<file path="src/rtl/core/tadh_pkg.sv">
package tadh_pkg;

  localparam int NBIN_DEFAULT       = 32;
  localparam int COUNT_BITS_DEFAULT = 24;

  // Cell addresses travel at the width of the largest supported store.
  localparam int ADDR_MAX_BITS = 16;
  localparam int QUEUE_DEPTH   = 2;

  localparam logic [31:0] INV_BIN_WIDTH_RESET = 32'd65536;
  localparam logic [15:0] START_FRAME_RESET   = 16'd150;
  localparam logic [31:0] DENSITY_SCALE_RESET = 32'd65536;

  localparam logic [1:0] CFG_INV_BIN_WIDTH = 2'd0;
  localparam logic [1:0] CFG_START_FRAME   = 2'd1;
  localparam logic [1:0] CFG_DENSITY_SCALE = 2'd2;

  typedef enum logic [1:0] {
    OP_PARTICLE  = 2'd0,
    OP_FRAME_END = 2'd1,
    OP_READ      = 2'd2,
    OP_CLEAR     = 2'd3
  } op_e;

  typedef enum logic [1:0] {
    ST_OK    = 2'd0,
    ST_RANGE = 2'd1,
    ST_EARLY = 2'd2
  } status_e;

  // What the back end does with a queued entry.
  typedef enum logic [1:0] {
    K_REPLY = 2'd0,
    K_INC   = 2'd1,
    K_READ  = 2'd2,
    K_CLEAR = 2'd3
  } kind_e;

  typedef struct packed {
    op_e         op;
    logic [31:0] pos_x;
    logic [31:0] pos_y;
    logic [4:0]  cell_x;
    logic [4:0]  cell_y;
  } cmd_t;

  typedef struct packed {
    logic [23:0] cell_count;
    logic [55:0] density;
    logic [31:0] total_count;
    logic [15:0] frame_number;
    status_e     status;
  } res_t;

  typedef struct packed {
    kind_e                    kind;
    status_e                  status;
    logic [ADDR_MAX_BITS-1:0] addr;
    logic [31:0]              total;
    logic [15:0]              frame;
  } entry_t;

endpackage

</file>
<file path="src/rtl/core/tadh_front.sv">
module tadh_front import tadh_pkg::*; #(
  parameter int NBIN = NBIN_DEFAULT
) (
  input  logic        clk_i,
  input  logic        rst_ni,
  input  logic        start_i,
  output logic        busy_o,
  input  cmd_t        cmd_i,
  input  logic [31:0] inv_bin_width_i,
  input  logic [15:0] start_frame_i,
  output logic        push_o,
  output entry_t      entry_o,
  input  logic        full_i
);

  localparam int CW = (NBIN > 1) ? $clog2(NBIN) : 1;
  localparam int AW = $clog2(NBIN * NBIN);

  typedef enum logic [1:0] {
    F_IDLE,
    F_MULX,
    F_MULY,
    F_PUSH
  } fstate_e;

  fstate_e     state_q;
  logic [15:0] frame_q;
  logic [31:0] total_q;

  cmd_t          cmd_q;
  logic [63:0]   prod_q;
  logic          x_ok_q;
  logic [CW-1:0] ix_q;

  logic          y_ok;
  logic [CW-1:0] iy;
  logic          rd_ok;
  logic [AW-1:0] hit_addr;
  logic [AW-1:0] rd_addr;
  entry_t        entry;

  assign y_ok  = prod_q[63:32] < 32'(NBIN);
  assign iy    = prod_q[32 +: CW];
  assign rd_ok = (32'(cmd_q.cell_x) < 32'(NBIN)) && (32'(cmd_q.cell_y) < 32'(NBIN));
  assign hit_addr = AW'(ix_q) * AW'(NBIN) + AW'(iy);
  assign rd_addr  = AW'(CW'(cmd_q.cell_x)) * AW'(NBIN) + AW'(CW'(cmd_q.cell_y));

  always_comb begin
    entry        = '0;
    entry.kind   = K_REPLY;
    entry.status = ST_OK;
    entry.total  = total_q;
    entry.frame  = frame_q;
    unique case (cmd_q.op)
      OP_PARTICLE: begin
        if (frame_q < start_frame_i) begin
          entry.status = ST_EARLY;
        end else if (!(x_ok_q && y_ok)) begin
          entry.status = ST_RANGE;
        end else begin
          entry.kind  = K_INC;
          entry.addr  = ADDR_MAX_BITS'(hit_addr);
          entry.total = (&total_q) ? total_q : total_q + 32'd1;
        end
      end
      OP_FRAME_END: begin
        entry.frame = (&frame_q) ? frame_q : frame_q + 16'd1;
      end
      OP_READ: begin
        if (rd_ok) begin
          entry.kind = K_READ;
          entry.addr = ADDR_MAX_BITS'(rd_addr);
        end else begin
          entry.status = ST_RANGE;
        end
      end
      OP_CLEAR: begin
        entry.kind  = K_CLEAR;
        entry.total = '0;
        entry.frame = '0;
      end
      default: ;
    endcase
  end

  assign push_o  = (state_q == F_PUSH) && !full_i;
  assign entry_o = entry;
  assign busy_o  = state_q != F_IDLE;

  always_ff @(posedge clk_i or negedge rst_ni) begin
    if (!rst_ni) begin
      state_q <= F_IDLE;
      frame_q <= '0;
      total_q <= '0;
    end else begin
      unique case (state_q)
        F_IDLE: begin
          if (start_i) begin
            state_q <= (cmd_i.op == OP_PARTICLE) ? F_MULX : F_PUSH;
          end
        end
        F_MULX: state_q <= F_MULY;
        F_MULY: state_q <= F_PUSH;
        F_PUSH: begin
          if (!full_i) begin
            frame_q <= entry.frame;
            total_q <= entry.total;
            state_q <= F_IDLE;
          end
        end
        default: state_q <= F_IDLE;
      endcase
    end
  end

  // One shared multiplier scales x, then y, to the cell grid.
  always_ff @(posedge clk_i) begin
    if (state_q == F_IDLE && start_i) begin
      cmd_q <= cmd_i;
    end
    if (state_q == F_MULX) begin
      prod_q <= 64'(cmd_q.pos_x) * 64'(inv_bin_width_i);
    end
    if (state_q == F_MULY) begin
      x_ok_q <= prod_q[63:32] < 32'(NBIN);
      ix_q   <= prod_q[32 +: CW];
      prod_q <= 64'(cmd_q.pos_y) * 64'(inv_bin_width_i);
    end
  end

endmodule

</file>
<file path="config.mk">
export PLATFORM = sky130hd
export DESIGN_NAME = tadh_front
export DESIGN_NICKNAME = d
export VERILOG_FILES = /design/src/rtl/core/tadh_pkg.sv /design/src/rtl/core/tadh_front.sv
export SDC_FILE = /design/constraint.sdc
export NUM_CORES = 2
export LEC_CHECK = 0
export BUFFER_PORTS_ARGS = -buffer_cell sky130_fd_sc_hd__buf_4
export CORE_MARGIN = 3
export CORE_UTILIZATION = 40
export DETAILED_ROUTE_END_ITERATION = 16
export SETUP_SLACK_MARGIN = 0.2
export SLEW_MARGIN = 40
export SYNTH_ARGS = -nofsm -noshare
export SYNTH_HDL_FRONTEND = slang
export SYNTH_SLANG_ARGS = --single-unit
</file>
<file path="constraint.sdc">
create_clock -name clk_i -period 20.2 [get_ports clk_i]
set_clock_uncertainty 0.15 [all_clocks]
set_input_delay 4.04 -clock clk_i [delete_from_list [all_inputs] [get_ports clk_i]]
set_output_delay 4.04 -clock clk_i [all_outputs]
set_load 0.01 [all_outputs]
</file>
; Word level (Yosys, flattened, before mapping)
; Cells that the tools add are included.
[totals]
regBits = 196
inputBits = 128
output_inout_bits = 70
word_cells = 59
[classes]
add_sub_neg = 4
mul = 2
n_lt_le_gt_ge = 2
eq_ne = 8
muxes = 18
n_bitwise = 1
n_reduce_logical = 13
[ops]
columns = operator, n
row1 = 32-bit by 32-bit multiplier with 64-bit output, 2
row2 = 64-bit 2-to-1 mux, 2
row3 = 32-bit one-hot mux with 2 select lines, 1
row4 = 48-bit 2-to-1 mux, 1
row5 = 42-bit 2-to-1 mux, 1
row6 = 18-bit one-hot mux with 2 select lines, 1
row7 = 32-bit by 1-bit adder with 32-bit output (second input constant), 1
row8 = 32-bit by 6-bit < comparator with 1-bit output (second input constant), 1
row9 = 32-bit 2-to-1 mux, 1
row10 = 16-bit one-hot mux with 2 select lines, 1
row11 = 32-bit AND reduction, 1
row12 = 10-bit by 5-bit adder with 10-bit output, 2
row13 = 16-bit by 1-bit adder with 16-bit output (second input constant), 1
row14 = 16-bit < comparator, 1
row15 = 16-bit 2-to-1 mux, 1
row16 = 16-bit AND reduction, 1
row17 = 2-bit 2-to-1 mux, 5
row18 = 2-bit == test (second input constant), 4
row19 = 2-bit one-hot mux with 4 select lines, 1
row20 = 2-bit logical NOT, 3
row21 = 2-bit one-hot mux with 3 select lines, 1
row22 = 2-bit by 1-bit == test with 1-bit output (second input constant), 2
row23 = 2-bit inequality test (second input constant), 2
row24 = 2-bit AND reduction, 2
row25 = other kinds (5), 9

; Longest topological paths before layout
[logic_depth]
depth_word = 5
mapped_depth = 29
ltp_nobuf = 26

; Least setup slack after synthesis
; OpenSTA, ideal clock, no wires.
[synth_timing]
kind = input -> register
start = input port inv_bin_width_i[5]
end = register prod_q[61] (data pin)
setup_time_ns = 0.270
arrival_time_ns = 10.898
required_time_ns = 19.780
path_slack_ns = 8.883
cell_stages = 28
n_path_buf = 3
path_cell_list = clkbuf_1 > clkbuf_1 > nand2_1 > fa_1 > inv_1 > fa_1 > fa_1 > inv_1 > fa_1 > inv_1 > fa_1 > fa_1 > fa_1 > inv_1 > fa_1 > inv_1 > ha_1 > clkbuf_1 > a21oi_1 > o21ai_1 > o311ai_0 > a21oi_1 > o31a_1 > o2111ai_1 > a21oi_1 > o32a_1 > mux2i_1 > o211ai_1
[synth_via]
elab_chain_len = 3
elab_cells_between_ends = 4
classes_between = 2 x mul / 2 x mux
[synth_lines]
columns = element, line_no
row1 = from (decl), tadh_front.sv:9  ; input logic [31:0] inv_bin_width_i,
row2 = 32-bit by 32-bit multiplier with 64-bit output, tadh_front.sv:122  ; prod_q <= 64'(cmd_q.pos_x) * 64'(inv_bin_width_i);
row3 = 64-bit 2-to-1 mux, tadh_front.sv:121  ; if (state_q == F_MULX) begin
row4 = 64-bit 2-to-1 mux (*), tadh_front.sv:124  ; if (state_q == F_MULY) begin
row5 = to (signal assigned), tadh_front.sv:122
row6 = to (signal assigned), tadh_front.sv:127  ; prod_q <= 64'(cmd_q.pos_y) * 64'(inv_bin_width_i);
row7 = to (decl), tadh_front.sv:31  ; logic [63:0] prod_q;
; Every way passes the cells marked *; elsewhere a longest branch is shown, timed or not. The select of a mux whose other input is x is not followed.
; A chain may end at the register's enable or synchronous reset.

; Final worst setup path
[layout_timing]
start = input port inv_bin_width_i[17]
end = register prod_q[63] (data pin)
; The elaborated chain is that of the path after synthesis.

==> report_table.html <==
<table>
<tr><th>Metric</th><th>Value</th></tr>
<tr><th colspan="2">Yosys</th></tr>
<tr><td>Async SR Flop Fraction</td><td>30.5%</td></tr>
<tr><td>Cell types occupying the most area after synthesis</td><td>fa_1, and2_1, ha_1</td></tr>
<tr><td>Number of standard cells after synthesis</td><td>7,968</td></tr>
<tr><td>Synthesized cell area</td><td>0.0733 mm²</td></tr>
<tr><td>Post-synth EDFFs</td><td>114</td></tr>
<tr><td>Per-instance average area after synthesis</td><td>around 9.2 µm²</td></tr>
<tr><td>Portion of the post-synthesis area used by sequential elements</td><td>between 6 and 7%</td></tr>
<tr><td>Number of different library cells in the post-synthesis netlist</td><td>76</td></tr>
<tr><td>Dominant register cell in the synthesized netlist</td><td>edfxtp_1</td></tr>
<tr><td>Synthesized flop and latch total</td><td>between 150 and 200</td></tr>
<tr><td>Top cell type's share of synthesized area</td><td>48.9%</td></tr>
<tr><td>Area leader, netlist</td><td>fa_1</td></tr>
<tr><td>Syn. warnings</td><td>0</td></tr>
<tr><th colspan="2">Timing</th></tr>
<tr><td>Number of setup violations in the final report</td><td>0</td></tr>
<tr><td>Achievable frequency</td><td>80.0 MHz</td></tr>
<tr><td>Endpoints failing hold</td><td>0</td></tr>
<tr><td>Final critical-path share of the clock period</td><td>slightly above 60%</td></tr>
<tr><td>Max_slew headroom</td><td>around two fifths</td></tr>
<tr><td>Final min period</td><td>about 12 ns</td></tr>
<tr><td>Setup TNS Final</td><td>0 ns</td></tr>
<tr><td>RSZ-0062 raised after global routing</td><td>no</td></tr>
<tr><td>Final worst slack</td><td>approximately 7.7 ns</td></tr>
<tr><td>Total count of max-transition violations in the final report</td><td>0</td></tr>
<tr><td>Transition time of the tightest slew-check pin</td><td>0.912 ns</td></tr>
<tr><th colspan="2">Route</th></tr>
<tr><td>Remaining design rule violation count</td><td>0</td></tr>
<tr><td>Via total after detailed routing</td><td>between 50,000 and 60,000</td></tr>
<tr><td>Number of DRC markers after the initial detailed-route iteration</td><td>3,353</td></tr>
<tr><td>Vias/cell</td><td>5.30</td></tr>
<tr><td>Drt total wl</td><td>223 mm</td></tr>
<tr><td>First-pass DRT Iterations</td><td>6</td></tr>
<tr><td>Average detailed-routed wire length per instance</td><td>21.9 µm</td></tr>
<tr><td>Number of antenna-violating nets in the routed design</td><td>0</td></tr>
<tr><th colspan="2">Clock network</th></tr>
<tr><td>Clock insertion delay at the later pin of the skew report</td><td>0.57 ns</td></tr>
<tr><td>Clock tree root driver cell</td><td>clkbuf_16</td></tr>
<tr><td>Post CTS Setup Buffer Count</td><td>0</td></tr>
<tr><td>CTS buffer count</td><td>17</td></tr>
<tr><td>Resized Gates After CTS</td><td>0</td></tr>
<tr><td>Post-CTS clock slew at the launch and capture registers of the worst setup and hold paths</td><td>0.08 ns</td></tr>
<tr><td>Total clock sinks</td><td>164</td></tr>
<tr><td>H-Tree Level Count</td><td>4</td></tr>
<tr><td>CTS tree</td><td>built</td></tr>
<tr><td>Maximum number of buffers from clock root to sink</td><td>2</td></tr>
<tr><td>CTS Hold Buffers Added</td><td>0</td></tr>
<tr><th colspan="2">Min path</th></tr>
<tr><td>Classification of the worst-slack hold path</td><td>reg2reg</td></tr>
<tr><td>Worst Hold Launch</td><td>total_q[6]$_DFFE_PN0P_</td></tr>
<tr><th colspan="2">Global route</th></tr>
<tr><td>Largest net degree at the start of global routing</td><td>65</td></tr>
<tr><td>Via count of the first global-routing pass</td><td>~60,000</td></tr>
<tr><td>Wire length of the first global-routing pass</td><td>around 350 mm</td></tr>
<tr><td>GRT Total Usage</td><td>approximately a quarter</td></tr>
<tr><td>Residual overflow from global routing</td><td>0</td></tr>
<tr><td>Antenna violations before repair</td><td>8</td></tr>
<tr><th colspan="2">Worst setup path</th></tr>
<tr><td>Arrival time at the worst endpoint</td><td>roughly 13 ns</td></tr>
<tr><td>Beginning of the critical path</td><td>inv_bin_width_i[17]</td></tr>
<tr><td>Largest driver fanout on the critical path</td><td>33</td></tr>
<tr><td>Type of element capturing the critical path</td><td>flop</td></tr>
<tr><td>Cell repeated most along the worst path</td><td>fa_1</td></tr>
<tr><td>Required time of the critical path</td><td>between 20 and 25 ns</td></tr>
<tr><td>Critical path type</td><td>in2reg</td></tr>
<tr><td>Reg2reg start</td><td>cmd_q[26]$_DFFE_PP_</td></tr>
<tr><td>Peak per-stage delay on the critical path</td><td>0.70 ns</td></tr>
<tr><td>Slowest cell on the critical path</td><td>a221oi_1</td></tr>
<tr><td>Startpoint kind of the worst setup timing path</td><td>input pin</td></tr>
<tr><th colspan="2">Floorplanning</th></tr>
<tr><td>Total core area</td><td>between 0.15 and 0.2 mm²</td></tr>
<tr><td>Width of the die</td><td>~430 µm</td></tr>
<tr><td>Site Rows</td><td>between 150 and 200</td></tr>
<tr><td># IOs</td><td>between 150 and 200</td></tr>
<tr><td>Die ar.</td><td>around 0.19 mm²</td></tr>
<tr><td>Vert. Die Dim</td><td>434 µm</td></tr>
<tr><td>Initial standard-cell utilization of the core</td><td>40.4%</td></tr>
<tr><th colspan="2">Finish</th></tr>
<tr><td>Highest-count cells in the layout ignoring fill and taps</td><td>fa_1, inv_1, and2_1</td></tr>
<tr><td>Number of fill cells in the layout</td><td>~18,000</td></tr>
<tr><td>Area growth from synthesis to final layout</td><td>5.52%</td></tr>
<tr><td>Most common cell after layout, fill and taps aside</td><td>fa_1</td></tr>
<tr><td>Post-route standard cell area excluding fillers</td><td>just under 0.08 mm²</td></tr>
<tr><td>Share of layout cells above drive strength 1</td><td>4.52%</td></tr>
<tr><td>Number of nets in the layout</td><td>approximately 10,000</td></tr>
<tr><th colspan="2">Run</th></tr>
<tr><td>Max-cap violations</td><td>0</td></tr>
<tr><th colspan="2">Placed design</th></tr>
<tr><td>Area post-placement</td><td>0.0767 mm²</td></tr>
<tr><td>Setup slack at placement</td><td>roughly 7.4 ns</td></tr>
<tr><td>Buffers on Ports</td><td>191</td></tr>
<tr><td>DP Wirelength</td><td>161 mm</td></tr>
<tr><td>Gp weighted congestion</td><td>roughly 0.91</td></tr>
<tr><th colspan="2">Status</th></tr>
<tr><td>Outcome</td><td>completed</td></tr>
</table>
==> per-stage QoR <==
| step | hold WS (ns) | std cells | utilization [%] |
|---|---|---|---|
| after floorplan | 0.277 | 7973 | - |
| after global placement | 0.379 | 10200 | 42.2 |
| after detailed placement | 0.400 | 10200 | 42.3 |
| after CTS | 0.415 | 10200 | 42.6 |
| after global routing | 0.425 | 10200 | 42.6 |
| final | 0.412 | 10200 | 42.6 |
==> logic make-up after synthesis <==
logic type | count (synthesis) | share of synthesized area, %
AOI/OAI and AO/OA | 498 | 4.24
xor gates and xnor gates | 90 | 1.07
adders and majority gates | 2335 | 58.2
buffers and inverters | 2241 | 11.5
DFF | 164 | 6.37
muxes | 19 | 0.268
other | 1 | 0.00511
and+or+nand+nor | 2620 | 18.4
==> worst paths after layout <==
path,slack [ns],cells past startpoint,endpoint
hold reg to reg,0.41,2,total_q[6]$_DFFE_PN0P_
setup reg to reg,11.29,23,prod_q[63]$_DFFE_PP_
max in group asynchronous,16.05,1,frame_q[10]$_DFFE_PN0P_
hold / removal,0.41,2,total_q[6]$_DFFE_PN0P_
min in group asynchronous,3.35,1,total_q[15]$_DFFE_PN0P_
setup / recovery,7.71,25,prod_q[63]$_DFFE_PP_
==> cells in the mapped netlist, drive strengths merged, types with 18 or more instances <==
library cell and instances:
and3 26, dfrtp 50, nor2 114, buf 19, inv 1767, o211ai 22, and2 1191, fa 1790
nand4 57, nand3 66, a21o 48, a31oi 18, o21ai 102, xor2 27, edfxtp 114, a21oi 181
xnor2 63, clkbuf 455, nand2 1047, nor3 32, ha 545, or3 22
==> sequential cells by signal, summed over array words and instances, names as in the netlist <==
signal and cells:
prod_q 32, x_ok_q 1, ix_q 5, state_q 2, frame_q 16, cmd_q 76, total_q 32
==> critical path, delay by kind of cell <==
kind | cells | cell delay [ns]
and+or+nand+nor | 4 | 0.81
xor gates and xnor gates | 1 | 0.16
buffers and inverters | 5 | 1.38
muxes | 1 | 0.28
adders and majority gates | 9 | 4.14
AOI/OAI and AO/OA | 5 | 1.83
==> routing by layer <==
layer / global-route usage [%] / wire [µm]
met4: 10.8 / 11000
met3: 3.61 / 14200
met5: 0 / 14
met2: 41.8 / 109000
met1: 31.0 / 88200
==> layout make-up <==
| class | count | area [µm²] | share of cell area [%] |
|---|---|---|---|
| repair buffers | 285 | 2210 | 2.86 |
| diodes | 5 | 12.5 | 0.0162 |
| well taps | 2370 | 2970 | 3.83 |
| clock buffers | 17 | 425 | 0.550 |
| multi-input cells | 5568 | 60300 | 77.9 |
| clock inverters | 15 | 208 | 0.268 |
| inverters | 1767 | 6630 | 8.57 |
| flip-flops and latches | 164 | 4670 | 6.04 |
Power is not shown: default switching activity piles up to over one toggle a cycle in this logic, so the estimate is an artifact.
