===== src/rtl/core/tadh_pkg.sv =====
package tadh_pkg;

  localparam int NBIN_DEFAULT       = 32;
  localparam int COUNT_BITS_DEFAULT = 24;

  // Cell addresses travel at the width of the largest supported store.
  localparam int ADDR_MAX_BITS = 16;
  localparam int QUEUE_DEPTH   = 2;

  localparam logic [31:0] INV_BIN_WIDTH_RESET = 32'd65536;
  localparam logic [15:0] START_FRAME_RESET   = 16'd150;
  localparam logic [31:0] DENSITY_SCALE_RESET = 32'd65536;

  localparam logic [1:0] CFG_INV_BIN_WIDTH = 2'd0;
  localparam logic [1:0] CFG_START_FRAME   = 2'd1;
  localparam logic [1:0] CFG_DENSITY_SCALE = 2'd2;

  typedef enum logic [1:0] {
    OP_PARTICLE  = 2'd0,
    OP_FRAME_END = 2'd1,
    OP_READ      = 2'd2,
    OP_CLEAR     = 2'd3
  } op_e;

  typedef enum logic [1:0] {
    ST_OK    = 2'd0,
    ST_RANGE = 2'd1,
    ST_EARLY = 2'd2
  } status_e;

  // What the back end does with a queued entry.
  typedef enum logic [1:0] {
    K_REPLY = 2'd0,
    K_INC   = 2'd1,
    K_READ  = 2'd2,
    K_CLEAR = 2'd3
  } kind_e;

  typedef struct packed {
    op_e         op;
    logic [31:0] pos_x;
    logic [31:0] pos_y;
    logic [4:0]  cell_x;
    logic [4:0]  cell_y;
  } cmd_t;

  typedef struct packed {
    logic [23:0] cell_count;
    logic [55:0] density;
    logic [31:0] total_count;
    logic [15:0] frame_number;
    status_e     status;
  } res_t;

  typedef struct packed {
    kind_e                    kind;
    status_e                  status;
    logic [ADDR_MAX_BITS-1:0] addr;
    logic [31:0]              total;
    logic [15:0]              frame;
  } entry_t;

endpackage


===== src/rtl/core/tadh_queue.sv =====
module tadh_queue import tadh_pkg::*; (
  input  logic   clk_i,
  input  logic   rst_ni,
  input  logic   push_i,
  input  entry_t entry_i,
  output logic   full_o,
  input  logic   pop_i,
  output entry_t head_o,
  output logic   empty_o
);

  localparam int PW = (QUEUE_DEPTH > 1) ? $clog2(QUEUE_DEPTH) : 1;

  entry_t        slot_q [QUEUE_DEPTH];
  logic [PW-1:0] wr_q;
  logic [PW-1:0] rd_q;
  logic [PW:0]   cnt_q;

  assign full_o  = cnt_q == (PW+1)'(QUEUE_DEPTH);
  assign empty_o = cnt_q == '0;
  assign head_o  = slot_q[rd_q];

  always_ff @(posedge clk_i or negedge rst_ni) begin
    if (!rst_ni) begin
      wr_q  <= '0;
      rd_q  <= '0;
      cnt_q <= '0;
    end else begin
      if (push_i) begin
        wr_q <= (wr_q == PW'(QUEUE_DEPTH - 1)) ? '0 : wr_q + PW'(1);
      end
      if (pop_i) begin
        rd_q <= (rd_q == PW'(QUEUE_DEPTH - 1)) ? '0 : rd_q + PW'(1);
      end
      if (push_i && !pop_i) begin
        cnt_q <= cnt_q + (PW+1)'(1);
      end else if (pop_i && !push_i) begin
        cnt_q <= cnt_q - (PW+1)'(1);
      end
    end
  end

  always_ff @(posedge clk_i) begin
    if (push_i) begin
      slot_q[wr_q] <= entry_i;
    end
  end

endmodule


===== config.mk =====
export PLATFORM = sky130hd
export DESIGN_NAME = tadh_queue
export DESIGN_NICKNAME = d
export VERILOG_FILES = /design/src/rtl/core/tadh_pkg.sv /design/src/rtl/core/tadh_queue.sv
export SDC_FILE = /design/constraint.sdc
export NUM_CORES = 1
export LEC_CHECK = 0
export ABC_AREA = 1
export BUFFER_PORTS_ARGS = -buffer_cell sky130_fd_sc_hd__clkbuf_2
export CAP_MARGIN = 10
export CORE_MARGIN = 5
export CORE_UTILIZATION = 37
export DETAILED_ROUTE_END_ITERATION = 6
export GPL_TIMING_DRIVEN = 0
export SLEW_MARGIN = 15
export SYNTH_ARGS = -nofsm -noshare
export SYNTH_HDL_FRONTEND = slang
export SYNTH_SLANG_ARGS = --single-unit

===== constraint.sdc =====
create_clock -name clk_i -period 12.3 [get_ports clk_i]
set_clock_uncertainty 0.2 [all_clocks]
set_input_delay 0.615 -clock clk_i [delete_from_list [all_inputs] [get_ports clk_i]]
set_output_delay 0.615 -clock clk_i [all_outputs]
set_load 0.005 [all_outputs]

### Word level (Yosys, flattened, before mapping)

Memory sizes are Yosys's and may differ from the RTL's.
Index checks and enable logic that the tools add are counted.

* register bits: 4
* bits in latches: 0
* memory bits (read-only): 0
* memories: 1
* word-level logic and storage cells: 21
* bits of input ports: 72
* memory bits (writable): 136

* $mul: 0
* mux-type cells: 6
* equal/unequal tests: 1
* divide/modulo/power cells: 0
* reductions and logical operators: 6
* shift operators: 0
* bitwise gates (word level): 0
* magnitude comparators: 0
* $add $sub $neg: 4

Memories
* slot_q: words 2, width 68, read ports 1, clocked after Yosys merged registers in 0, wr ports 1, line tadh_queue.sv:14 `entry_t slot_q [QUEUE_DEPTH];`

Operators with widths (number)
* 1-bit 2-to-1 mux: 4
* 2-bit 2-to-1 mux: 2
* 1-bit adder, second input constant: 2
* 2-bit by 1-bit adder with 2-bit output, second input constant: 1
* 2-bit == test, second input constant: 1
* 1-bit logical AND: 2
* 1-bit zero test: 2
* 2-bit zero test: 1
* 2-bit nonzero test: 1
* 2-bit by 1-bit subtractor with 2-bit output, second input constant: 1

### Logic depth before layout (Yosys ltp)

Gate-level depths: netlist of run 1.

* word-level depth: 4
* gate-level depth with buffers: 7
* mapped depth without buffers: 7

### Least setup slack after synthesis of run 1

Ideal clock, no wire load.

* path kind: input to register
* from: input port push_i
* to: memory slot_q[0][0] in the netlist's numbering (enable)
* data required time: 11604 ps
* path buffers: 0
* library setup time: 496 ps
* data arrival time: 3506 ps
* cell stages on the path: 2
* path slack: 8098 ps
* cell sequence: inv_1 nor2_1

* word-level cells in the longest chain between the ends: 2

RTL lines
* start, declared: line tadh_queue.sv:4 `input logic push_i,`
* 1-bit 2-to-1 mux: line tadh_queue.sv:44 `if (push_i) begin`
* 1-bit 2-to-1 mux (implied by the code): line tadh_queue.sv:45 `slot_q[wr_q] <= entry_i;`
* end, declared: line tadh_queue.sv:14

Every way passes these cells.

==> results of run 1 <==
[synthesized netlist by cell type]
| library cell | number | area share (%) |
|---|---|---|
| buf_2 | 5 | 0.49 |
| buf_6 | 2 | 0.44 |
| buf_8 | 1 | 0.29 |
| dfrtp_1 | 4 | 1.9 |
| edfxtp_1 | 136 | 79 |
| ha_1 | 1 | 0.24 |
| inv_1 | 7 | 0.51 |
| mux2_2 | 58 | 13 |
| mux2_4 | 10 | 2.9 |
| nand2_1 | 5 | 0.36 |
| nand3_1 | 1 | 0.097 |
| nand4_1 | 1 | 0.12 |
| nor2_1 | 3 | 0.22 |
| xnor2_1 | 1 | 0.17 |
| xor2_1 | 2 | 0.34 |
[power breakdown]
group	leakage [nW]	internal [mW]	switching, mW	total, mW
sequential	1.32	0.633	0.0226	0.655
clock	0.351	0.422	0.188	0.609
combinational	1.04	0.213	0.195	0.408
total	2.72	1.27	0.406	1.67
[per-stage QoR]
stage                     setup slack (ps)  cell area [µm²]  hold WS [ps]
after floorplan                       8098             5156         119.4
after CTS                             9781             6894         161.3
after detailed placement             10100             6165         233.7
final                                 9853             6894         191.0
after global placement                6093             6087         226.8
after global routing                  9731             6894         166.0
[registers in the layout (all words and copies together), names as in the netlist]
register / flops
cnt_q: 2
rd_q: 1
slot_q: 136
wr_q: 1
[timing repair]
action / 4_1_cts / 5_1_grt
setup buffers: 0 / 0
hold buffers: 1 / 0
endpoints found under the hold margin: 4 / 0
[worst max-delay path: stages, from the launching register on]
cell	delay, ps
dfrtp_1	340
buf_6	130
buf_6	160
buf_8	170
mux2_4	310
clkbuf_2	110
[routing by layer]
metal,vias to the layer above,part of all wire [%]
li1,1251,-
met1,1264,41
met2,94,49
met3,15,8.3
met4,0,1.9
met5,-,0
[worst min path at each step]
stage,to,slack (ps),cells after the start
after floorplan,cnt_q[0],120,0
after global placement,cnt_q[1],230,1
after detailed placement,cnt_q[1],230,1
after CTS,slot_q[0][51],160,1
after global routing,slot_q[0][51],170,1
final,slot_q[0][51],190,1
[area by class of cell]
| cell class | count | area [µm²] | share of cell area [%] |
|---|---|---|---|
| Buffer | 8 | 62.56 | 0.9074 |
| Multi-Input combinational cell | 82 | 890.9 | 12.92 |
| Timing Repair Buffer | 145 | 783.3 | 11.36 |
| Sequential cell | 140 | 4184 | 60.69 |
| Clock buffer | 17 | 425.4 | 6.171 |
| Inverter | 7 | 28.78 | 0.4174 |
| Clock inverter | 15 | 294.0 | 4.265 |
| Tap cell | 180 | 225.2 | 3.267 |
[kinds of logic (layout without fill, tap and decap cells)]
family	count (synthesis)	after routing
and+or+nand+nor	10	10
buffers and inverters	15	192
adders and majority gates	1	1
muxes	68	68
xor gates and xnor gates	3	3
DFF	140	140
==> qor.csv, run 1 <==
stage;metric;value;unit
run_status;outcome;finished, final reports clean;
floorplanning;die area;16400;µm²
placement;placed insts;561;
placement;global placement routability congestion;0.7643;
synthesis;Mapped Nets;310;
timing;Final Critical Period;2447;ps
synthesis;post-synthesis sequential area ratio;81.15;%
clock_tree;CTS buffer count;17;
cells_and_area;# nets final;474;
route;vias;2624;
min_path;HP Class;in2reg;
power;Leakage;2.719;nW
grt;grt peak-use layer;met2;
timing;TNS Setup;0;ps
grt;vias in the first global route;2883;
cells_and_area;post-layout util;50.05;%
timing;fin crit share;19.89;%
clock_tree;CTS tree;yes;
route;drt drc;0;
setup_path;Worst EP required;11480;ps
setup_path;arrival time worst endpoint;1630;ps
clock_tree;clk slew on worst S/H paths;60;ps
power;PD cells;242.7;nW/µm²
setup_path;worst reg2reg path depth;2;
grt;GR Layer Usage met3;5.292;%
setup_path;worst r2r src;wr_q;
synthesis;Post-Synth Adder-Cell Area;0.2427;%
grt;M1 GR Usage;13.89;%
clock_tree;PostCTS Resize Cnt;0;
cells_and_area;n_diodes;0;
synthesis;Ys Warns;0;
grt;global routing usage on met2;19.78;%
setup_path;crit end category;output pin;
synthesis;post-synthesis mux area share;15.58;%
power;Design Power;1.673;mW
grt;gr usage total;12.17;%
synthesis;Synth Area in XOR/XNOR;0.5096;%
clock_tree;Root Driver;clkbuf_16;
grt;initial antenna violation count;0;
clock_tree;clock latency at the later pin of the worst-skew pair;410;ps
clock_tree;# H-tree levels;4;
clock_tree;maximum clock path buffer count;2;
floorplanning;starting density of the core;37.44;%
route;violation count after the first detailed-routing iteration;120;
synthesis;Syn Inst Count;237;
cells_and_area;Finished Layout Cells;594;
cells_and_area;most common cell after layout, fill and taps aside;clkbuf_2;
floorplanning;core area;13770;µm²
placement;dpl hpwl;6580;µm
clock_tree;Sink Count;140;
route;vias per cell;4.418;
floorplanning;DIE HEIGHT;128.1;µm
setup_path;maximum fanout along the worst path;10;
grt;GR Overflow Total;0;
synthesis;Simple-Gate Fraction of Synth Area;0.8008;%
floorplanning;io pins;142;
synthesis;Post-Syn Area;5156;µm²
synthesis;main combinational cell family by area after synthesis;multiplexers;
power;worst vdd ir;124.3;µV
timing;Max-slew headroom;53.84;%
min_path;worst hold start;entry_i[51];
floorplanning;Die Width;128.1;µm
setup_path;crit path launch type;register;
grt;first-pass GRT wire length;14770;µm
timing;Slew Limit Fails;0;
setup_path;critical path class;reg2out;
synthesis;Avg Cell Area, Syn;21.76;µm²
timing;Tightest Pin Transition;690.7;ps
synthesis;Synth Register Bits;140;
setup_path;Crit. Startpoint;rd_q;
cells_and_area;commonest cells after routing, fill and taps aside;clkbuf_2 (141), edfxtp_1 (136), mux2_2 (58);
cells_and_area;# fillers;1190;
cells_and_area;Area Overhead vs Synth;33.71;%
timing;fmax;408.7;MHz
setup_path;R2R setup slack;10500;ps
grt;largest net degree at the start of global routing;58;
placement;Port Buffers;141;
route;first-pass iteration count of the detailed router;4;
route;Post-Route WL;9511;µm
flow_run;Max-cap violations;0;
route;wire per inst;16.01;µm
timing;Finish-stage setup viols;0;
synthesis;Yosys cell types;15;
setup_path;worst reg2reg endpoint;slot_q[0][55];
route;Routed Antenna Nets;0;
setup_path;CP endpoint;head_o[37];
timing;RSZ-0062 raised after global routing;false;
timing;Final Hold Fails;0;
synthesis;Synth Area in Compound Gates;0;%
cells_and_area;layout cells sized above 1;61.35;%
floorplanning;num rows;43;
No activity file was read; power rests on OpenSTA's default activity.
==> run 2, diff against run 1 <==
ABC_AREA = 0   (was 1)
clock period = 2.19 ns   (was 12.3 ns; I/O delays follow)
==> run 2 against run 1 <==
Effect of this change: design area is 10% higher; global-route usage is 0.58 points higher; worst hold slack better by 36 ps; routed wire length is 3.6% higher; utilization is 5.0 points higher; combinational power grew to 6.0 times the previous value; power grew to 5.6 times the previous value; final cell count is 11% higher; synthesized area is 0.39% lower; synthesized cell count is 3.8% lower; first-iteration DRC count is 34% lower.
==> qor.csv, run 2 <==
stage;metric;value;unit;change
cells_and_area;most common cell after layout, fill and taps aside;clkbuf_2;;
synthesis;Avg Cell Area, Syn;22.53;µm²;+3.5%
cells_and_area;layout cells sized above 1;53.04;%;-8.3 points
synthesis;Synth Register Bits;140;;unchanged
clock_tree;Sink Count;140;;unchanged
synthesis;Syn Inst Count;228;;-3.8%
clock_tree;post-CTS setup buffer count;0;;unchanged
cells_and_area;commonest cells after routing, fill and taps aside;clkbuf_2 (141), edfxtp_1 (136), dlygate4sd3_1 (72);;
timing;Final Hold Fails;0;;unchanged
setup_path;crit path launch type;register;;
floorplanning;num rows;43;;unchanged
route;first-pass iteration count of the detailed router;4;;unchanged
synthesis;asr flop ratio synth;2.857;%;unchanged
synthesis;top cells by area in the synthesized netlist;edfxtp_1 (80%), mux2_2 (13%), mux2_4 (2.9%), dfrtp_1 (1.9%), xor2_1 (0.68%);;
floorplanning;core area;13770;µm²;unchanged
power;worst vdd ir;696.0;µV;+460%
grt;GR Overflow Total;0;;unchanged
synthesis;Post-Syn Area;5136;µm²;-0.39%
setup_path;crit end category;output pin;;
synthesis;most common flop cell mapped by yosys;edfxtp_1;;
timing;Worst Setup Slack, final;204.1;ps;-9649 ps
placement;Port Buffers;141;;unchanged
grt;gr usage total;12.75;%;+0.58 points
timing;fin crit share;90.68;%;
setup_path;Worst EP required;1880;ps;-9600 ps
floorplanning;starting density of the core;37.29;%;-0.15 points
setup_path;kind of cell adding the most delay to the critical path;buffers and inverters;;
placement;global placement routability congestion;0.6868;;-10%
synthesis;Ys Warns;0;;unchanged
synthesis;Synth top cells by count;edfxtp_1 (136), mux2_2 (58), mux2_4 (10);;
setup_path;max incr delay on CP;390;ps;+50 ps
cells_and_area;Area Overhead vs Synth;47.70;%;
route;violation count after the first detailed-routing iteration;79;;-34%
grt;initial antenna violation count;0;;unchanged
setup_path;worst path cell trace;buf_6 > buf_2 > mux2_2 > clkbuf_2;;
cells_and_area;top flop regs;slot_q x136, cnt_q x2;;
synthesis;area leader, netlist;edfxtp_1;;
setup_path;arrival time worst endpoint;1680;ps;+50 ps
flow_run;Max-cap violations;0;;unchanged
min_path;HP Class;in2reg;;
grt;first-pass GRT wire length;15770;µm;+6.8%
synthesis;Yosys cell types;14;;-1
floorplanning;die area;16340;µm²;-0.36%
route;Routed Antenna Nets;0;;unchanged
route;vias;2863;;+9.1%
clock_tree;CTS buffer count;17;;unchanged
floorplanning;Die Width;127.8;µm;-0.18%
floorplanning;DIE HEIGHT;127.8;µm;-0.18%
cells_and_area;max reg flops;136;;unchanged
timing;Final Critical Period;1986;ps;
timing;Tightest Pin Transition;497.3;ps;-193.4 ps
cells_and_area;post-route cell area;7586;µm²;+10%
setup_path;Buf/Inv on CP;3;;-1
route;Post-Route WL;9853;µm;+3.6%
clock_tree;# H-tree levels;4;;unchanged
clock_tree;CTS tree;yes;;
synthesis;Mapped Nets;301;;-2.9%
synthesis;most frequent cell after synthesis;edfxtp_1;;
clock_tree;clk slew on worst S/H paths;60;ps;about the same
cells_and_area;n_diodes;0;;unchanged
floorplanning;io pins;142;;unchanged
route;vias per cell;4.358;;-1.4%
placement;area post-placement;6187;µm²;+0.37%
placement;dpl hpwl;6425;µm;-2.3%
setup_path;CP max stage cell;mux2_2;;
timing;fmax;503.5;MHz;
clock_tree;maximum clock path buffer count;2;;unchanged
setup_path;maximum fanout along the worst path;10;;unchanged
synthesis;Yosys top cell area share;79.51;%;+0.31 points
clock_tree;Root Driver;clkbuf_16;;
route;wire per inst;15.00;µm;-6.3%
power;Leakage;2.985;nW;+9.8%
power;PD cells;1239;nW/µm²;+410%
run_status;outcome;finished, final reports clean;;
grt;largest net degree at the start of global routing;50;;-14%
timing;RSZ-0062 raised after global routing;false;;
synthesis;EDFF count, synth;136;;unchanged
route;drt drc;0;;unchanged
setup_path;R2R setup slack;520;ps;-9980 ps
cells_and_area;# nets final;537;;+13%
synthesis;post-synthesis sequential area ratio;81.46;%;+0.32 points
clock_tree;clock latency at the later pin of the worst-skew pair;400;ps;about the same
placement;pre-CTS WS;517.6;ps;-9584 ps
grt;vias in the first global route;3190;;+11%
timing;Slew Limit Fails;0;;unchanged
timing;Max-slew headroom;66.78;%;+13 points
cells_and_area;register name with the most flops;slot_q;;
setup_path;critical path class;reg2out;;
timing;Finish-stage setup viols;0;;unchanged
[run 2: cell types whose count changed in the layout (fill, tap and decap cells not counted), moves of 3 or more]
cell / previous run / this run
clkinv_4: 5 / 0
inv_1: 6 / 1
nand2_1: 5 / 0
buf_16: 1 / 4
dlygate4sd3_1: 1 / 72
[run 2: path summary, 6_finish.rpt]
path | start | endpoint | depth (start not counted)
max reg2reg | wr_q | slot_q[1][32] | 2
min reg2reg | cnt_q[1] | cnt_q[1] | 1
min | entry_i[40] | slot_q[1][40] | 2
max in group asynchronous | rst_ni | rd_q | 3
max | rd_q | head_o[21] | 4
min in group asynchronous | rst_ni | cnt_q[0] | 3
[run 2: through the flow]
stage	utilization [%]	setup TNS, ps	total power [mW]	cells	hold WS, ps
2_1_floorplan	-	0	5.075	228	-386.1
3_3_place_gp	44.11	-56330	6.029	549	-276.5
3_5_place_dp	44.92	0	6.172	553	-274.3
4_1_cts	55.08	0	9.580	657	208.3
5_1_grt	55.08	0	9.872	657	221.3
6_report	55.08	0	9.397	657	227.0
[run 2: layout make-up]
type	instances	area (µm²)
buffer	8	62.56
clock buffer	19	432.9
clock inverter	13	245.2
fill	1130	6187
inverter	1	3.754
multi-input combinational	79	895.9
sequential	140	4184
tap	180	225.2
timing repair buffer	217	1536
[run 2: what timing repair did]
item | in CTS | in global routing
resized for setup | 0 | 0
endpoints found under the hold margin | 143 | 0
hold buffers | 72 | 0
[run 2: metal layers]
layer	GRT usage (%)	vias up	wire length, µm
met3	4.417	12	630
met1	14.26	1388	4018
met2	22.00	91	5021
met5	0	-	0
met4	5.618	0	182
li1	-	1372	-
[run 2: kinds of logic after synthesis]
kind of cell / Yosys count / share of synthesized area [%]
buffers and inverters: 9 / 1.291
AND/OR/NAND/NOR: 5 / 0.5117
flip-flops: 140 / 81.46
multiplexers: 68 / 15.64
XOR/XNOR: 5 / 0.8526
adder cells (fa/ha/maj): 1 / 0.2436
[run 2: power by group]
| group | switching (mW) | internal (mW) | total, mW |
|---|---|---|---|
| combinational | 1.13 | 1.33 | 2.45 |
| clock | 1.02 | 2.24 | 3.26 |
| sequential | 0.128 | 3.55 | 3.68 |
| total | 2.28 | 7.12 | 9.40 |
==> run 3, diff against run 2 <==
clock period = 1.66 ns   (was 2.19 ns; I/O delays follow)
==> run 3 against run 2 <==
Effect of this change: clock power rose by 32%; the flow now finishes with violations (setup timing); critical endpoint is now head_o[2]; global-route usage rose by 0.45 points; combinational power rose by 59%; via count rose by 1.3%.
==> qor.csv, run 3 (synthesis results as in run 2) <==
stage;metric;value;unit;change
clock_tree;maximum clock path buffer count;2;;unchanged
grt;GR Overflow Total;0;;unchanged
floorplanning;core area;13770;µm²;unchanged
setup_path;worst r2r src;wr_q;;
power;worst vdd ir;936.8;µV;+35%
setup_path;maximum fanout along the worst path;10;;unchanged
power;PD cells;1670;nW/µm²;+35%
min_path;worst hold start;entry_i[39];;
grt;largest net degree at the start of global routing;50;;unchanged
clock_tree;# H-tree levels;4;;unchanged
placement;dpl hpwl;6425;µm;unchanged
setup_path;crit end category;output pin;;
cells_and_area;top flop regs;slot_q x136, cnt_q x2;;
timing;Worst Setup Slack, final;-215.4;ps;-419.5 ps
cells_and_area;# nets final;547;;+1.9%
route;vias;2900;;+1.3%
setup_path;Worst EP required;1380;ps;-500 ps
cells_and_area;footprint of the multi-input gates;903.4;µm²;+0.84%
clock_tree;CTS tree;yes;;
setup_path;arrival time worst endpoint;1590;ps;-90 ps
clock_tree;Sink Count;140;;unchanged
route;drt drc;0;;unchanged
timing;fin crit share;113.0;%;
cells_and_area;# fillers;1106;;-2.1%
timing;Max-slew headroom;81.40;%;+15 points
route;wire per inst;15.35;µm;+2.3%
clock_tree;clock latency at the later pin of the worst-skew pair;400;ps;about the same
floorplanning;num rows;43;;unchanged
placement;global placement routability congestion;0.6868;;unchanged
cells_and_area;register area;4185;µm²;about the same
placement;area post-placement;6187;µm²;unchanged
placement;placed insts;553;;unchanged
timing;Tightest Pin Transition;279.1;ps;-218.2 ps
route;vias per cell;4.348;;-0.23%
clock_tree;Root Driver;clkbuf_16;;
timing;RSZ-0062 raised after global routing;true;;
floorplanning;io pins;142;;unchanged
timing;Slew Limit Fails;0;;unchanged
timing;Finish-stage setup viols;68;;+68
clock_tree;CTS buffer count;17;;unchanged
timing;TNS Setup;-13340;ps;-13340 ps
grt;gr usage total;13.20;%;+0.45 points
run_status;outcome;complete, but fails checks;;
cells_and_area;post-route cell area;7824;µm²;+3.1%
route;Routed Antenna Nets;0;;unchanged
timing;Final Hold Fails;0;;unchanged
cells_and_area;Area Overhead vs Synth;52.33;%;
floorplanning;DIE HEIGHT;127.8;µm;unchanged
clock_tree;clk slew on worst S/H paths;60;ps;about the same
grt;initial antenna violation count;0;;unchanged
cells_and_area;max reg flops;136;;unchanged
cells_and_area;layout cells sized above 1;54.21;%;+1.2 points
min_path;HP Class;in2reg;;
placement;pre-CTS WS;-12.39;ps;-530.0 ps
floorplanning;starting density of the core;37.29;%;unchanged
setup_path;crit path launch type;register;;
setup_path;Crit. Startpoint;rd_q;;
power;Leakage;3.091;nW;+3.5%
grt;vias in the first global route;3241;;+1.6%
placement;Port Buffers;141;;unchanged
floorplanning;die area;16340;µm²;unchanged
setup_path;critical path class;reg2out;;
route;first-pass iteration count of the detailed router;4;;unchanged
cells_and_area;most common cell after layout, fill and taps aside;clkbuf_2;;
cells_and_area;n_diodes;0;;unchanged
route;violation count after the first detailed-routing iteration;64;;-19%
timing;final hold slack;204.1;ps;-22.90 ps
run_status;failing checks;setup timing;;
grt;first-pass GRT wire length;16230;µm;+2.9%
cells_and_area;commonest cells after routing, fill and taps aside;clkbuf_2 (141), edfxtp_1 (136), dlygate4sd3_1 (72);;
floorplanning;Die Width;127.8;µm;unchanged
flow_run;Max-cap violations;0;;unchanged
timing;fmax;533.2;MHz;
route;Post-Route WL;10240;µm;+3.9%
timing;Final Critical Period;1875;ps;
cells_and_area;Finished Layout Cells;667;;+1.5%
cells_and_area;register name with the most flops;slot_q;;
setup_path;R2R setup slack;100;ps;-420 ps
[run 3: power by group]
part	internal, mW	switching [mW]	leakage (nW)	total [mW]
registers	4.69	0.177	1.32	4.87
logic	2.27	1.62	1.44	3.89
clock network	2.96	1.35	0.327	4.31
total	9.92	3.15	3.09	13.1
[run 3: final cells by class]
| cell class | count | area share (%) |
|---|---|---|
| timing repair buffer | 226 | 21.69 |
| sequential | 140 | 53.49 |
| inverter | 1 | 0.04798 |
| multi-input combinational | 80 | 11.55 |
| clock buffer | 19 | 5.533 |
| tap | 180 | 2.879 |
| buffer | 8 | 1.679 |
| clock inverter | 13 | 3.134 |
[run 3: metrics by stage]
stage               total power, mW  utilization [%]
detailed placement            8.143            44.92
floorplan                     6.696                -
global route                  13.71            56.80
finish                        13.07            56.80
CTS                           13.26            56.55
global placement              7.954            44.11
[run 3: routing by layer]
| layer | track usage (%) | wire length (µm) |
|---|---|---|
| met1 | 14.60 | 4049 |
| met2 | 23.11 | 5347 |
| met3 | 4.500 | 652 |
| met4 | 5.618 | 186 |
| met5 | 0 | 0 |
[run 3: worst paths after layout]
path / end / cells past startpoint
worst max register to register: slot_q[1][32] / 2
worst max-delay path: head_o[2] / 5
worst min-delay path: slot_q[0][39] / 2
max in group asynchronous: wr_q / 3
min in group asynchronous: cnt_q[0] / 3
worst min register to register: cnt_q[1] / 1
[run 3: timing repair]
action / CTS / global route
endpoints found under the setup margin: 117 / 129
setup buffers: 3 / 3
pin swaps: 1 / 0
hold endpoints to repair: 143 / 0
gates resized for setup: 25 / 0
hold buffers: 72 / 0
gates cloned: 4 / 0
[run 3: critical path, stage by stage, from the launching register on]
cell and delay (ps):
dfrtp_1 330, buf_6 120, buf_12 120, buf_8 140, mux2_2 350, clkbuf_2 120
